$ cat src/rtl/core/dtq_pkg.sv
// ---------------------------------------------------------------------------
// dtq_pkg: shared types and constants of the drop-tail queue
// Holds the channel payload types, the configuration register map and
// reset values, the opcode codes and the sequencer state type.
// ---------------------------------------------------------------------------
`default_nettype none

package dtq_pkg;

  // Fixed field widths of the channels and registers.
  localparam int LEN_W      = 16;
  localparam int BYTE_W     = 24;
  localparam int PKT_W      = 8;
  localparam int CFG_IDX_W  = 3;
  localparam int CFG_DATA_W = 24;

  // Opcodes of an input transaction.
  localparam logic OP_ENQ = 1'b0;
  localparam logic OP_DEQ = 1'b1;

  // Configuration register indexes.
  localparam logic [CFG_IDX_W-1:0] CFG_COUNT_MODE  = 3'd0;
  localparam logic [CFG_IDX_W-1:0] CFG_MAX_PACKET  = 3'd1;
  localparam logic [CFG_IDX_W-1:0] CFG_MAX_BYTE    = 3'd2;
  localparam logic [CFG_IDX_W-1:0] CFG_HIGH_PACKET = 3'd3;
  localparam logic [CFG_IDX_W-1:0] CFG_LOW_PACKET  = 3'd4;
  localparam logic [CFG_IDX_W-1:0] CFG_HIGH_BYTE   = 3'd5;
  localparam logic [CFG_IDX_W-1:0] CFG_LOW_BYTE    = 3'd6;

  // Configuration reset values.
  localparam logic              RST_COUNT_MODE  = 1'b0;
  localparam logic [PKT_W-1:0]  RST_MAX_PACKET  = 8'd100;
  localparam logic [BYTE_W-1:0] RST_MAX_BYTE    = 24'd6553500;
  localparam logic [PKT_W-1:0]  RST_HIGH_PACKET = 8'd80;
  localparam logic [PKT_W-1:0]  RST_LOW_PACKET  = 8'd50;
  localparam logic [BYTE_W-1:0] RST_HIGH_BYTE   = 24'd5242800;
  localparam logic [BYTE_W-1:0] RST_LOW_BYTE    = 24'd3276750;

  // Input transaction payload.
  typedef struct packed {
    logic             opcode;
    logic [LEN_W-1:0] packet_length;
    logic             bypass;
  } dtq_in_t;

  // Result transaction payload.
  typedef struct packed {
    logic              accepted;
    logic              dropped;
    logic              high_event;
    logic              low_event;
    logic              congested;
    logic [PKT_W-1:0]  packet_total;
    logic [BYTE_W-1:0] byte_total;
    logic [LEN_W-1:0]  dequeued_length;
    logic              was_empty;
  } dtq_out_t;

  // Configuration register bank as seen by the datapath.
  typedef struct packed {
    logic              count_mode;
    logic [PKT_W-1:0]  max_packet_limit;
    logic [BYTE_W-1:0] max_byte_limit;
    logic [PKT_W-1:0]  high_packet_level;
    logic [PKT_W-1:0]  low_packet_level;
    logic [BYTE_W-1:0] high_byte_level;
    logic [BYTE_W-1:0] low_byte_level;
  } dtq_cfg_t;

  // Sequencer states.
  typedef enum logic {
    ST_IDLE,
    ST_EXEC
  } dtq_state_t;

endpackage

`default_nettype wire

$ cat src/rtl/core/dtq_in_if.sv
// ---------------------------------------------------------------------------
// dtq_in_if: input channel of the drop-tail queue
// Valid/ready channel that carries one enqueue or dequeue request.
// ---------------------------------------------------------------------------
`default_nettype none

interface dtq_in_if;
  logic             valid;
  logic             ready;
  dtq_pkg::dtq_in_t data;

  modport source (output valid, output data, input ready);
  modport sink   (input valid, input data, output ready);
endinterface

`default_nettype wire

$ cat src/rtl/core/dtq_out_if.sv
// ---------------------------------------------------------------------------
// dtq_out_if: result channel of the drop-tail queue
// Valid/ready channel that carries one result per request.
// ---------------------------------------------------------------------------
`default_nettype none

interface dtq_out_if;
  logic              valid;
  logic              ready;
  dtq_pkg::dtq_out_t data;

  modport source (output valid, output data, input ready);
  modport sink   (input valid, input data, output ready);
endinterface

`default_nettype wire

$ cat src/rtl/core/dtq_cfg.sv
// ---------------------------------------------------------------------------
// dtq_cfg: configuration register bank
// Seven write-only registers loaded through a plain indexed write port.
// ---------------------------------------------------------------------------
`default_nettype none

module dtq_cfg (
  input  wire logic                             clk,
  input  wire logic                             rst_n,
  input  wire logic                             cfg_we,
  input  wire logic [dtq_pkg::CFG_IDX_W-1:0]    cfg_index,
  input  wire logic [dtq_pkg::CFG_DATA_W-1:0]   cfg_wdata,
  output dtq_pkg::dtq_cfg_t                     cfg
);

  dtq_pkg::dtq_cfg_t cfg_r;
  dtq_pkg::dtq_cfg_t cfg_nxt;

  // Decode the write index; indexes beyond the map are ignored.
  always_comb begin
    cfg_nxt = cfg_r;
    if (cfg_we) begin
      unique case (cfg_index)
        dtq_pkg::CFG_COUNT_MODE:  cfg_nxt.count_mode        = cfg_wdata[0];
        dtq_pkg::CFG_MAX_PACKET:  cfg_nxt.max_packet_limit  = cfg_wdata[dtq_pkg::PKT_W-1:0];
        dtq_pkg::CFG_MAX_BYTE:    cfg_nxt.max_byte_limit    = cfg_wdata[dtq_pkg::BYTE_W-1:0];
        dtq_pkg::CFG_HIGH_PACKET: cfg_nxt.high_packet_level = cfg_wdata[dtq_pkg::PKT_W-1:0];
        dtq_pkg::CFG_LOW_PACKET:  cfg_nxt.low_packet_level  = cfg_wdata[dtq_pkg::PKT_W-1:0];
        dtq_pkg::CFG_HIGH_BYTE:   cfg_nxt.high_byte_level   = cfg_wdata[dtq_pkg::BYTE_W-1:0];
        dtq_pkg::CFG_LOW_BYTE:    cfg_nxt.low_byte_level    = cfg_wdata[dtq_pkg::BYTE_W-1:0];
        default:                  cfg_nxt = cfg_r;
      endcase
    end
  end

  // Register bank with its reset values.
  always_ff @(posedge clk) begin
    if (!rst_n) begin
      cfg_r.count_mode        <= dtq_pkg::RST_COUNT_MODE;
      cfg_r.max_packet_limit  <= dtq_pkg::RST_MAX_PACKET;
      cfg_r.max_byte_limit    <= dtq_pkg::RST_MAX_BYTE;
      cfg_r.high_packet_level <= dtq_pkg::RST_HIGH_PACKET;
      cfg_r.low_packet_level  <= dtq_pkg::RST_LOW_PACKET;
      cfg_r.high_byte_level   <= dtq_pkg::RST_HIGH_BYTE;
      cfg_r.low_byte_level    <= dtq_pkg::RST_LOW_BYTE;
    end else begin
      cfg_r <= cfg_nxt;
    end
  end

  assign cfg = cfg_r;

endmodule

`default_nettype wire

$ cat src/rtl/core/dtq_mem.sv
// ---------------------------------------------------------------------------
// dtq_mem: packet length store
// Simple dual-port synchronous memory, one write and one registered read.
// ---------------------------------------------------------------------------
`default_nettype none

module dtq_mem #(
  parameter int DEPTH = 128,
  parameter int WIDTH = 16
) (
  input  wire logic                     clk,
  input  wire logic                     we,
  input  wire logic [$clog2(DEPTH)-1:0] waddr,
  input  wire logic [WIDTH-1:0]         wdata,
  input  wire logic                     re,
  input  wire logic [$clog2(DEPTH)-1:0] raddr,
  output logic      [WIDTH-1:0]         rdata
);

  logic [WIDTH-1:0] store_mem [DEPTH];
  logic [WIDTH-1:0] rdata_r;

  // Write port.
  always_ff @(posedge clk) begin
    if (we) begin
      store_mem[waddr] <= wdata;
    end
  end

  // Registered read port; data holds until the next read.
  always_ff @(posedge clk) begin
    if (re) begin
      rdata_r <= store_mem[raddr];
    end
  end

  assign rdata = rdata_r;

endmodule

`default_nettype wire

$ cat src/rtl/core/dtq_ctrl.sv
// ---------------------------------------------------------------------------
// dtq_ctrl: queue sequencer and occupancy datapath
// Holds the pointers, totals and congestion flags, reads and writes the
// length store, and registers one result per request.
// ---------------------------------------------------------------------------
`default_nettype none

module dtq_ctrl #(
  parameter int QUEUE_DEPTH = 128,
  parameter int LENGTH_BITS = 16
) (
  input  wire logic                           clk,
  input  wire logic                           rst_n,
  dtq_in_if.sink                              in_ch,
  dtq_out_if.source                           out_ch,
  input  dtq_pkg::dtq_cfg_t                   cfg,
  output logic                                mem_we,
  output logic [$clog2(QUEUE_DEPTH)-1:0]      mem_waddr,
  output logic [LENGTH_BITS-1:0]              mem_wdata,
  output logic                                mem_re,
  output logic [$clog2(QUEUE_DEPTH)-1:0]      mem_raddr,
  input  wire logic [LENGTH_BITS-1:0]         mem_rdata
);

  localparam int PTR_W  = $clog2(QUEUE_DEPTH);
  localparam int CNT_W  = $clog2(QUEUE_DEPTH + 1);
  localparam int LEN_W  = dtq_pkg::LEN_W;
  localparam int BYTE_W = dtq_pkg::BYTE_W;
  localparam int PKT_W  = dtq_pkg::PKT_W;
  localparam int EFF_W  = (LENGTH_BITS < LEN_W) ? LENGTH_BITS : LEN_W;
  localparam int SUM_W  = BYTE_W + 1;
  localparam int OCC_W  = (CNT_W > SUM_W) ? CNT_W : SUM_W;
  localparam int DW     = (LENGTH_BITS > BYTE_W) ? LENGTH_BITS : BYTE_W;
  localparam int PW     = (CNT_W > PKT_W) ? CNT_W : PKT_W;
  localparam int OW     = (LENGTH_BITS > LEN_W) ? LENGTH_BITS : LEN_W;
  localparam logic [PTR_W-1:0] PTR_LAST = PTR_W'(QUEUE_DEPTH - 1);
  localparam logic [CNT_W-1:0] CNT_FULL = CNT_W'(QUEUE_DEPTH);

  // Control state.
  dtq_pkg::dtq_state_t state_r, state_nxt;
  logic [PTR_W-1:0]    head_r, head_nxt;
  logic [PTR_W-1:0]    tail_r, tail_nxt;
  logic [CNT_W-1:0]    cnt_r, cnt_nxt;
  logic [BYTE_W-1:0]   byte_r, byte_nxt;
  logic                high_r, high_nxt;
  logic                low_r, low_nxt;
  logic                out_valid_r;

  // Payload registers.
  dtq_pkg::dtq_in_t    item_r;
  dtq_pkg::dtq_out_t   out_data_r;
  dtq_pkg::dtq_out_t   res;

  // Handshake and sequencing.
  logic in_ready;
  logic accept;
  logic out_free;
  logic done;

  // Datapath intermediates.
  logic [EFF_W-1:0]  len_eff;
  logic [SUM_W-1:0]  prosp;
  logic [OCC_W-1:0]  occ;
  logic [OCC_W-1:0]  hi_lv;
  logic [OCC_W-1:0]  lo_lv;
  logic              hi_cond;
  logic              lo_cond;
  logic              high_mid;
  logic              low_mid;
  logic              limit_hit;
  logic              drop;
  logic              is_enq;
  logic              is_empty;
  logic [DW-1:0]     deq_ext;
  logic [DW-1:0]     byte_ext;
  logic [BYTE_W-1:0] byte_after_deq;
  logic [PW-1:0]     cnt_ext;
  logic [OW-1:0]     deq_out;

  assign accept   = in_ch.valid && in_ready;
  assign out_free = !out_valid_r || out_ch.ready;

  // Next state.
  always_comb begin
    state_nxt = state_r;
    unique case (state_r)
      dtq_pkg::ST_IDLE: if (accept) state_nxt = dtq_pkg::ST_EXEC;
      dtq_pkg::ST_EXEC: if (out_free) state_nxt = dtq_pkg::ST_IDLE;
      default:          state_nxt = dtq_pkg::ST_IDLE;
    endcase
  end

  // Sequencer outputs.
  always_comb begin
    in_ready = 1'b0;
    done     = 1'b0;
    unique case (state_r)
      dtq_pkg::ST_IDLE: in_ready = 1'b1;
      dtq_pkg::ST_EXEC: done     = out_free;
      default: begin
        in_ready = 1'b0;
        done     = 1'b0;
      end
    endcase
  end

  // Enqueue arithmetic: prospective byte total and occupancy selection.
  assign is_enq  = (item_r.opcode == dtq_pkg::OP_ENQ);
  assign len_eff = item_r.packet_length[EFF_W-1:0];
  assign prosp   = {1'b0, byte_r} + SUM_W'(len_eff);
  assign occ     = cfg.count_mode ? OCC_W'(prosp) : OCC_W'(cnt_r);
  assign hi_lv   = cfg.count_mode ? OCC_W'(cfg.high_byte_level)
                                  : OCC_W'(cfg.high_packet_level);
  assign lo_lv   = cfg.count_mode ? OCC_W'(cfg.low_byte_level)
                                  : OCC_W'(cfg.low_packet_level);
  assign cnt_ext = PW'(cnt_r);

  // Hysteresis: the high check runs first, the low check sees its outcome.
  assign hi_cond  = (occ >= hi_lv) && !high_r;
  assign high_mid = hi_cond ? 1'b1 : high_r;
  assign low_mid  = hi_cond ? 1'b0 : low_r;
  assign lo_cond  = (occ <= lo_lv) && !low_mid && high_mid;

  // Drop decision: limit (unless bypass), physically full, or byte overflow.
  assign limit_hit = cfg.count_mode ? (prosp >= SUM_W'(cfg.max_byte_limit))
                                    : (cnt_ext >= PW'(cfg.max_packet_limit));
  assign drop = (limit_hit && !item_r.bypass) || (cnt_r >= CNT_FULL) || prosp[BYTE_W];

  // Dequeue arithmetic: the byte total saturates at zero.
  assign is_empty       = (cnt_r == '0);
  assign deq_ext        = DW'(mem_rdata);
  assign byte_ext       = DW'(byte_r);
  assign byte_after_deq = (byte_ext >= deq_ext) ? BYTE_W'(byte_ext - deq_ext) : '0;
  assign deq_out        = OW'(mem_rdata);

  // State update and result assembly for the request in flight.
  always_comb begin
    head_nxt = head_r;
    tail_nxt = tail_r;
    cnt_nxt  = cnt_r;
    byte_nxt = byte_r;
    high_nxt = high_r;
    low_nxt  = low_r;
    res      = '0;
    if (is_enq) begin
      high_nxt       = lo_cond ? 1'b0 : high_mid;
      low_nxt        = lo_cond ? 1'b1 : low_mid;
      res.high_event = hi_cond;
      res.low_event  = lo_cond;
      if (drop) begin
        res.dropped = 1'b1;
      end else begin
        res.accepted = 1'b1;
        tail_nxt     = (tail_r == PTR_LAST) ? '0 : tail_r + 1'b1;
        cnt_nxt      = cnt_r + 1'b1;
        byte_nxt     = prosp[BYTE_W-1:0];
      end
    end else begin
      if (is_empty) begin
        res.was_empty = 1'b1;
      end else begin
        res.dequeued_length = deq_out[LEN_W-1:0];
        head_nxt            = (head_r == PTR_LAST) ? '0 : head_r + 1'b1;
        cnt_nxt             = cnt_r - 1'b1;
        byte_nxt            = byte_after_deq;
      end
    end
    res.congested    = high_nxt;
    res.packet_total = PW'(cnt_nxt) & PW'({PKT_W{1'b1}});
    res.byte_total   = byte_nxt;
  end

  // Length store accesses: read the head on a dequeue, write the tail on store.
  assign mem_re    = accept && (in_ch.data.opcode == dtq_pkg::OP_DEQ);
  assign mem_raddr = head_r;
  assign mem_we    = done && is_enq && !drop;
  assign mem_waddr = tail_r;
  assign mem_wdata = LENGTH_BITS'(len_eff);

  // Control registers.
  always_ff @(posedge clk) begin
    if (!rst_n) begin
      state_r     <= dtq_pkg::ST_IDLE;
      head_r      <= '0;
      tail_r      <= '0;
      cnt_r       <= '0;
      byte_r      <= '0;
      high_r      <= 1'b0;
      low_r       <= 1'b0;
      out_valid_r <= 1'b0;
    end else begin
      state_r <= state_nxt;
      if (done) begin
        head_r      <= head_nxt;
        tail_r      <= tail_nxt;
        cnt_r       <= cnt_nxt;
        byte_r      <= byte_nxt;
        high_r      <= high_nxt;
        low_r       <= low_nxt;
        out_valid_r <= 1'b1;
      end else if (out_ch.ready) begin
        out_valid_r <= 1'b0;
      end
    end
  end

  // Payload registers.
  always_ff @(posedge clk) begin
    if (accept) begin
      item_r <= in_ch.data;
    end
    if (done) begin
      out_data_r <= res;
    end
  end

  assign in_ch.ready  = in_ready;
  assign out_ch.valid = out_valid_r;
  assign out_ch.data  = out_data_r;

  // The packet count never exceeds the store depth.
  a_cnt_bound: assert property (@(posedge clk) disable iff (!rst_n)
    cnt_r <= CNT_FULL)
    else $error("packet count above queue depth");

  // The two hysteresis flags are never set together.
  a_flags_excl: assert property (@(posedge clk) disable iff (!rst_n)
    !(high_r && low_r))
    else $error("high and low flags both set");

  // Queue state only moves when a request completes.
  a_idle_stable: assert property (@(posedge clk) disable iff (!rst_n)
    (state_r == dtq_pkg::ST_IDLE) |=> $stable(cnt_r) && $stable(byte_r) &&
                                      $stable(head_r) && $stable(tail_r))
    else $error("queue state changed while idle");

  // A completed enqueue is either stored or dropped, never both.
  a_enq_outcome: assert property (@(posedge clk) disable iff (!rst_n)
    (done && is_enq) |-> (res.accepted != res.dropped))
    else $error("enqueue outcome inconsistent");

endmodule

`default_nettype wire

$ cat src/rtl/core/drop_tail_queue_congestion_flags.sv
// ---------------------------------------------------------------------------
// drop_tail_queue_congestion_flags: drop-tail queue with congestion flags
//
// Channels: in_ch takes one request per transaction (enqueue a packet
// length, or dequeue the head packet); out_ch returns exactly one result
// per request, in request order. The cfg_* port writes the seven limit and
// level registers one index at a time; write them only while no request is
// outstanding.
// Sequencing: a request is taken in ST_IDLE, which issues the read of the
// head entry in the length store on a dequeue; ST_EXEC then applies the
// update, writes the store and registers the result, once no earlier
// result is still waiting on out_ch. No new request is taken until the
// last one has completed.
// Reset: totals, pointers and flags clear to zero and the registers take
// their default values; store contents stay undefined, as only held
// entries are ever used. No clearing pass is needed.
// Stall: while out_ch is stalled a new request is still accepted, but it
// completes only after the waiting result has been taken.
// ---------------------------------------------------------------------------
`default_nettype none

module drop_tail_queue_congestion_flags #(
  parameter int QUEUE_DEPTH = 128,
  parameter int LENGTH_BITS = 16
) (
  input  wire logic                             clk,
  input  wire logic                             rst_n,
  dtq_in_if.sink                                in_ch,
  dtq_out_if.source                             out_ch,
  input  wire logic                             cfg_we,
  input  wire logic [dtq_pkg::CFG_IDX_W-1:0]    cfg_index,
  input  wire logic [dtq_pkg::CFG_DATA_W-1:0]   cfg_wdata
);

  localparam int PTR_W = $clog2(QUEUE_DEPTH);

  dtq_pkg::dtq_cfg_t      cfg;
  logic                   mem_we;
  logic [PTR_W-1:0]       mem_waddr;
  logic [LENGTH_BITS-1:0] mem_wdata;
  logic                   mem_re;
  logic [PTR_W-1:0]       mem_raddr;
  logic [LENGTH_BITS-1:0] mem_rdata;

  // Configuration registers.
  dtq_cfg u_cfg (
    .clk       (clk),
    .rst_n     (rst_n),
    .cfg_we    (cfg_we),
    .cfg_index (cfg_index),
    .cfg_wdata (cfg_wdata),
    .cfg       (cfg)
  );

  // Packet length store.
  dtq_mem #(
    .DEPTH (QUEUE_DEPTH),
    .WIDTH (LENGTH_BITS)
  ) u_mem (
    .clk   (clk),
    .we    (mem_we),
    .waddr (mem_waddr),
    .wdata (mem_wdata),
    .re    (mem_re),
    .raddr (mem_raddr),
    .rdata (mem_rdata)
  );

  // Sequencer, totals and congestion flags.
  dtq_ctrl #(
    .QUEUE_DEPTH (QUEUE_DEPTH),
    .LENGTH_BITS (LENGTH_BITS)
  ) u_ctrl (
    .clk       (clk),
    .rst_n     (rst_n),
    .in_ch     (in_ch),
    .out_ch    (out_ch),
    .cfg       (cfg),
    .mem_we    (mem_we),
    .mem_waddr (mem_waddr),
    .mem_wdata (mem_wdata),
    .mem_re    (mem_re),
    .mem_raddr (mem_raddr),
    .mem_rdata (mem_rdata)
  );

endmodule

`default_nettype wire

$ cat src/flat_wrapper.sv
// flat-port wrapper written by rule: the top's interface ports become plain ports
module drop_tail_queue_congestion_flags_flat 
#(
  parameter int QUEUE_DEPTH = 128,
  parameter int LENGTH_BITS = 16
)
  (clk, rst_n, cfg_we, cfg_index, cfg_wdata, in_ch_valid, in_ch_data, in_ch_ready, out_ch_valid, out_ch_data, out_ch_ready);
  dtq_in_if in_ch_i ();
  dtq_out_if out_ch_i ();
  input  wire logic clk;
  input  wire logic rst_n;
  input  wire logic cfg_we;
  input  wire logic [dtq_pkg::CFG_IDX_W-1:0] cfg_index;
  input  wire logic [dtq_pkg::CFG_DATA_W-1:0] cfg_wdata;
  input wire logic [$bits(in_ch_i.valid)-1:0] in_ch_valid;
  input wire logic [$bits(in_ch_i.data)-1:0] in_ch_data;
  output wire logic [$bits(in_ch_i.ready)-1:0] in_ch_ready;
  output wire logic [$bits(out_ch_i.valid)-1:0] out_ch_valid;
  output wire logic [$bits(out_ch_i.data)-1:0] out_ch_data;
  input wire logic [$bits(out_ch_i.ready)-1:0] out_ch_ready;
  assign in_ch_i.valid = in_ch_valid;
  assign in_ch_i.data = in_ch_data;
  assign in_ch_ready = in_ch_i.ready;
  assign out_ch_valid = out_ch_i.valid;
  assign out_ch_data = out_ch_i.data;
  assign out_ch_i.ready = out_ch_ready;
  drop_tail_queue_congestion_flags #(.QUEUE_DEPTH(QUEUE_DEPTH), .LENGTH_BITS(LENGTH_BITS)) u_core (.clk(clk), .rst_n(rst_n), .in_ch(in_ch_i), .out_ch(out_ch_i), .cfg_we(cfg_we), .cfg_index(cfg_index), .cfg_wdata(cfg_wdata));
endmodule
$ cat config.mk
export PLATFORM = sky130hd
export DESIGN_NAME = drop_tail_queue_congestion_flags_flat
export DESIGN_NICKNAME = d
export VERILOG_FILES = /design/src/rtl/core/dtq_pkg.sv /design/src/rtl/core/dtq_in_if.sv /design/src/rtl/core/dtq_out_if.sv /design/src/rtl/core/dtq_cfg.sv /design/src/rtl/core/dtq_mem.sv /design/src/rtl/core/dtq_ctrl.sv /design/src/rtl/core/drop_tail_queue_congestion_flags.sv /design/src/flat_wrapper.sv
export SDC_FILE = /design/constraint.sdc
export NUM_CORES = 2
export LEC_CHECK = 0
export BUFFER_PORTS_ARGS = -buffer_cell sky130_fd_sc_hd__buf_4
export CELL_PAD_IN_SITES_DETAIL_PLACEMENT = 1
export CELL_PAD_IN_SITES_GLOBAL_PLACEMENT = 1
export CORE_MARGIN = 2
export CORE_UTILIZATION = 35
export DETAILED_ROUTE_END_ITERATION = 8
export PLACE_DENSITY_LB_ADDON = 0.1
export SLEW_MARGIN = 40
export SYNTH_ARGS = -nofsm -noshare
export SYNTH_HDL_FRONTEND = slang
export SYNTH_SLANG_ARGS = --single-unit
$ cat constraint.sdc
create_clock -name clk -period 10.25 [get_ports clk]
set_input_delay 0 -clock clk [delete_from_list [all_inputs] [get_ports clk]]
set_output_delay 0 -clock clk [all_outputs]
set_load 0.01 [all_outputs]
==> impl_metrics.py <==
metrics = {
    "floorplan": {
        "num_rows": 188,
        "die_area_um2": 267000,
        "start_util": 0.351,
        "dieHeight_um": 517,
        "dieWidth_um": 517,
        "core_area_um2": 262000,
        "num_io_pins": 106,
    },
    "logic_synthesis": {
        "syn_inst": 4640,
        "syn_area_um2": 92000,
        "syn_nets": 4805,
        "syn_area_per_cell_um2": 19.8,
        "synth_edf_count": 2136,
        "yosys_most_used_dff": "edfxtp_1",
        "netlist-cell-type-count": 84,
        "ys_async_sr_fraction": 0,
        "synth_seq_cells": 2283,
        "ys_warn_count": 0,
        "ys_seq_area_frac": 0.730,
    },
    "cts": {
        "clockBufferDepth": 4,
        "htree_levels": 5,
        "clkTransAtPathRegs_ns": 0.05,
        "clock_sinks": 2283,
        "post_cts_resized": 0,
        "cts_setup_buffers": 0,
        "cts_tree": "yes",
        "clockRootBuffer": "clkbuf_16",
        "clock_latency_ns": 0.93,
        "cts_buffers": 279,
    },
    "timing": {
        "finalHoldViolCount": 0,
        "final.setup.worst_slack_ns": 3.15,
        "final.min_clock_period_ns": 7.10,
        "min_period_over_period": 0.692,
        "hold_slack_ns": 0.0722,
        "worst_slew_margin_rel": 0.396,
        "finClkSkew_ns": 0.0554,
        "fmax_mhz": 141,
        "rsz0062_at_grt": "false",
        "tns_ns": 0,
        "tightest_slew_ns": 0.906,
        "finalMaxSlewViolations": 0,
        "setup-violations-final": 0,
    },
    "layout": {
        "final_area_um2": 108000,
        "fin_util": 0.413,
        "syn_to_final_growth_pct": 17.6,
        "fillers": 24700,
        "fin_cells": 8802,
        "drive_above_1_share": 0.279,
        "final_nets": 5243,
    },
    "global_route": {
        "grt_first_pass_wirelength_um": 398000,
        "grt_use_met1": 0.312,
        "grt-ovfl-total": 0,
        "met3_usage": 0.0282,
        "grt_pass1_vias": 50200,
        "grt_use_total": 0.211,
        "grt_max_degree": 130,
        "antenna_found_initial": 25,
        "top_usage_layer": "met2",
        "grtUsageMet2": 0.333,
    },
    "placed_design": {
        "hpwlAfterDp_um": 176000,
        "pre_cts_ws_ns": 2.99,
        "placed_area_um2": 98200,
        "portBuffers": 105,
        "dp.cells": 8193,
        "place_congestion": 0.809,
    },
    "pwr": {
        "power_frac_seq": 0.481,
        "p_switching_mw": 5.00,
        "leakagePower_nw": 33.8,
        "combPwrFrac": 0.082,
        "p_int_mw": 16.6,
        "totalPowerFinal_mw": 21.6,
        "p_per_area_nw_per_um2": 200,
        "p_clk_frac": 0.437,
        "ir_drop_v": 0.000151,
        "switching_share": 0.232,
    },
    "drt": {
        "dr.pass1.iters": 7,
        "drt_iter0_drc": 4584,
        "wirelength_um": 281000,
        "wl_per_cell_um": 31.9,
        "antenna_left": 0,
        "drc_errors": 0,
        "via_count": 47500,
        "via_per_inst": 5.39,
    },
    "setup_path": {
        "start_kind": "register",
        "crit_arrival_ns": 7.69,
        "path_max_fanout": 58,
        "required_ns": 10.85,
        "crit_start": "u_core.u_ctrl.mem_wdata[5]",
        "worstReg2RegStart": "u_core.u_ctrl.mem_wdata[5]",
        "crit_type": "reg -> reg",
        "worstSetupEndpoint": "u_core.u_mem.store_mem[33][8]",
        "cp-end-kind": "register",
        "reg2reg_slack_ns": 3.15,
        "rr_endpoint": "u_core.u_mem.store_mem[33][8]",
        "rr_worst_depth": 21,
    },
    "hold_path": {
        "hold_class": "in -> reg",
        "min_path_cells": 5,
    },
    "flow_run": {
        "max_cap_viol_count": 0,
    },
    "run_status": {
        "status": "completed",
    },
}
==> flip-flops by register name, summed over array words and instances (netlist names), 2 cells and up <==
| register | count |
|---|---|
| u_core.u_mem.store_mem | 2048 |
| u_core.u_cfg.cfg | 97 |
| u_core.u_ctrl.out_ch.data | 54 |
| u_core.u_ctrl.byte_ext | 24 |
| u_core.u_ctrl.mem_wdata | 16 |
| u_core.u_mem.rdata | 16 |
| u_core.u_ctrl.cnt_ext | 8 |
| u_core.u_ctrl.mem_raddr | 7 |
| u_core.u_ctrl.mem_waddr | 7 |
| u_core.u_ctrl.item_r | 2 |
==> worst max-delay path, stage by stage (launching register included) <==
cell	delay [ns]
edfxtp_1	0.32
buf_4	0.57
ha_1	0.31
a21o_1	0.14
a21oi_1	0.07
o21ai_0	0.28
nor3_1	0.14
a2111oi_2	0.60
o21ai_0	0.34
xnor2_1	0.29
ha_1	0.28
nand4_1	0.15
nor4_1	0.07
a2111oi_0	0.47
a31o_1	0.29
a2111o_1	0.15
buf_4	0.29
nand3_1	0.12
buf_4	0.29
or2_2	0.62
nor2_1	0.60
buf_4	0.31
==> power by group through the flow <==
stage | Combinational [mW] | Sequential [mW] | Clock (mW)
after floorplan | 0.969 | 10.6 | 0
after global placement | 1.74 | 10.6 | 0
after detailed placement | 1.77 | 10.6 | 0
after CTS | 1.80 | 10.4 | 9.67
after global routing | 1.91 | 10.4 | 10.0
final | 1.78 | 10.4 | 9.44
==> Yosys cell counts, drive strengths merged, types with 7 or more instances <==
master,n,share of area
buf,102,0.0053
nor3,34,0.0020
xnor2,26,0.0025
xor2,20,0.0019
a31o,7,0.00067
nand2,315,0.013
nor2,203,0.0083
nand2b,19,0.0013
nor2b,20,0.0014
edfxtp,2136,0.70
mux2,24,0.0029
or3,9,0.00061
a31oi,15,0.0010
mux4,672,0.16
o21bai,9,0.00073
inv,79,0.0032
a211oi,15,0.0012
nand3,85,0.0046
ha,113,0.015
o21a,10,0.00082
dfxtp,147,0.032
or2,11,0.00075
mux2i,23,0.0025
nand4,25,0.0017
and2,26,0.0018
o21ai,51,0.0028
o221a,9,0.0011
a21o,28,0.0023
o211ai,25,0.0020
clkbuf,143,0.0058
a21oi,114,0.0062
nand3b,9,0.00073
and3,19,0.0013
==> logic make-up after synthesis <==
logic type	count (synthesis)	synth area share
mux	719	0.170
compound gates	357	0.0264
flops	2283	0.730
fa+ha+maj	115	0.0158
xor+xnor	47	0.00463
buf+inv	324	0.0144
simple gates	795	0.0392
==> worst min path at each step <==
stage | startpoint | end | slack, ns
2_1_floorplan | in_ch_data[0] | u_core.u_ctrl.item_r[0] | 0.1
3_3_place_gp | in_ch_data[0] | u_core.u_ctrl.item_r[0] | 0.19
3_5_place_dp | in_ch_data[0] | u_core.u_ctrl.item_r[0] | 0.19
4_1_cts | cfg_index[1] | u_core.u_cfg.cfg[50] | 0.01
5_1_grt | cfg_index[1] | u_core.u_cfg.cfg[51] | 0.09
6_report | cfg_index[1] | u_core.u_cfg.cfg[51] | 0.07
==> repair_timing <==
item / 4_1_cts / 5_1_grt
hold buffers: 112 / 0
endpoints found under the hold margin: 185 / 0
endpoints found under the setup margin: 0 / 0
==> metal layers <==
layer,share of wire,vias to the layer above
li1,-,20000
met1,0.46,26000
met2,0.47,1164
met3,0.046,322
met4,0.020,2
met5,0.000064,-
==> cells in the final DEF (no fill, tap or decap), types with 46 or more instances in the layout <==
master and instances:
mux4_2 672, a21oi_1 114, inv_1 75, buf_4 247, nor2_1 151, clkbuf_16 289, nand2_1 311, dlygate4sd3_1 112
dfxtp_1 140, nand3_1 83, ha_1 113, clkbuf_1 69, edfxtp_1 2136, clkinv_1 46
==> layout make-up <==
cell class              count  area [um^2]  share of cell area
flip-flops and latches   2283        67100               0.621
multi-input cells        2033        24000               0.222
clock buffers             365         7590              0.0702
well taps                3515         4400              0.0407
repair buffers            402         3690              0.0341
clock inverters           118         1030             0.00957
inverters                  79          299             0.00277
diodes                      7         17.5            0.000162
Note: power is estimated with default switching activity, not from simulation.
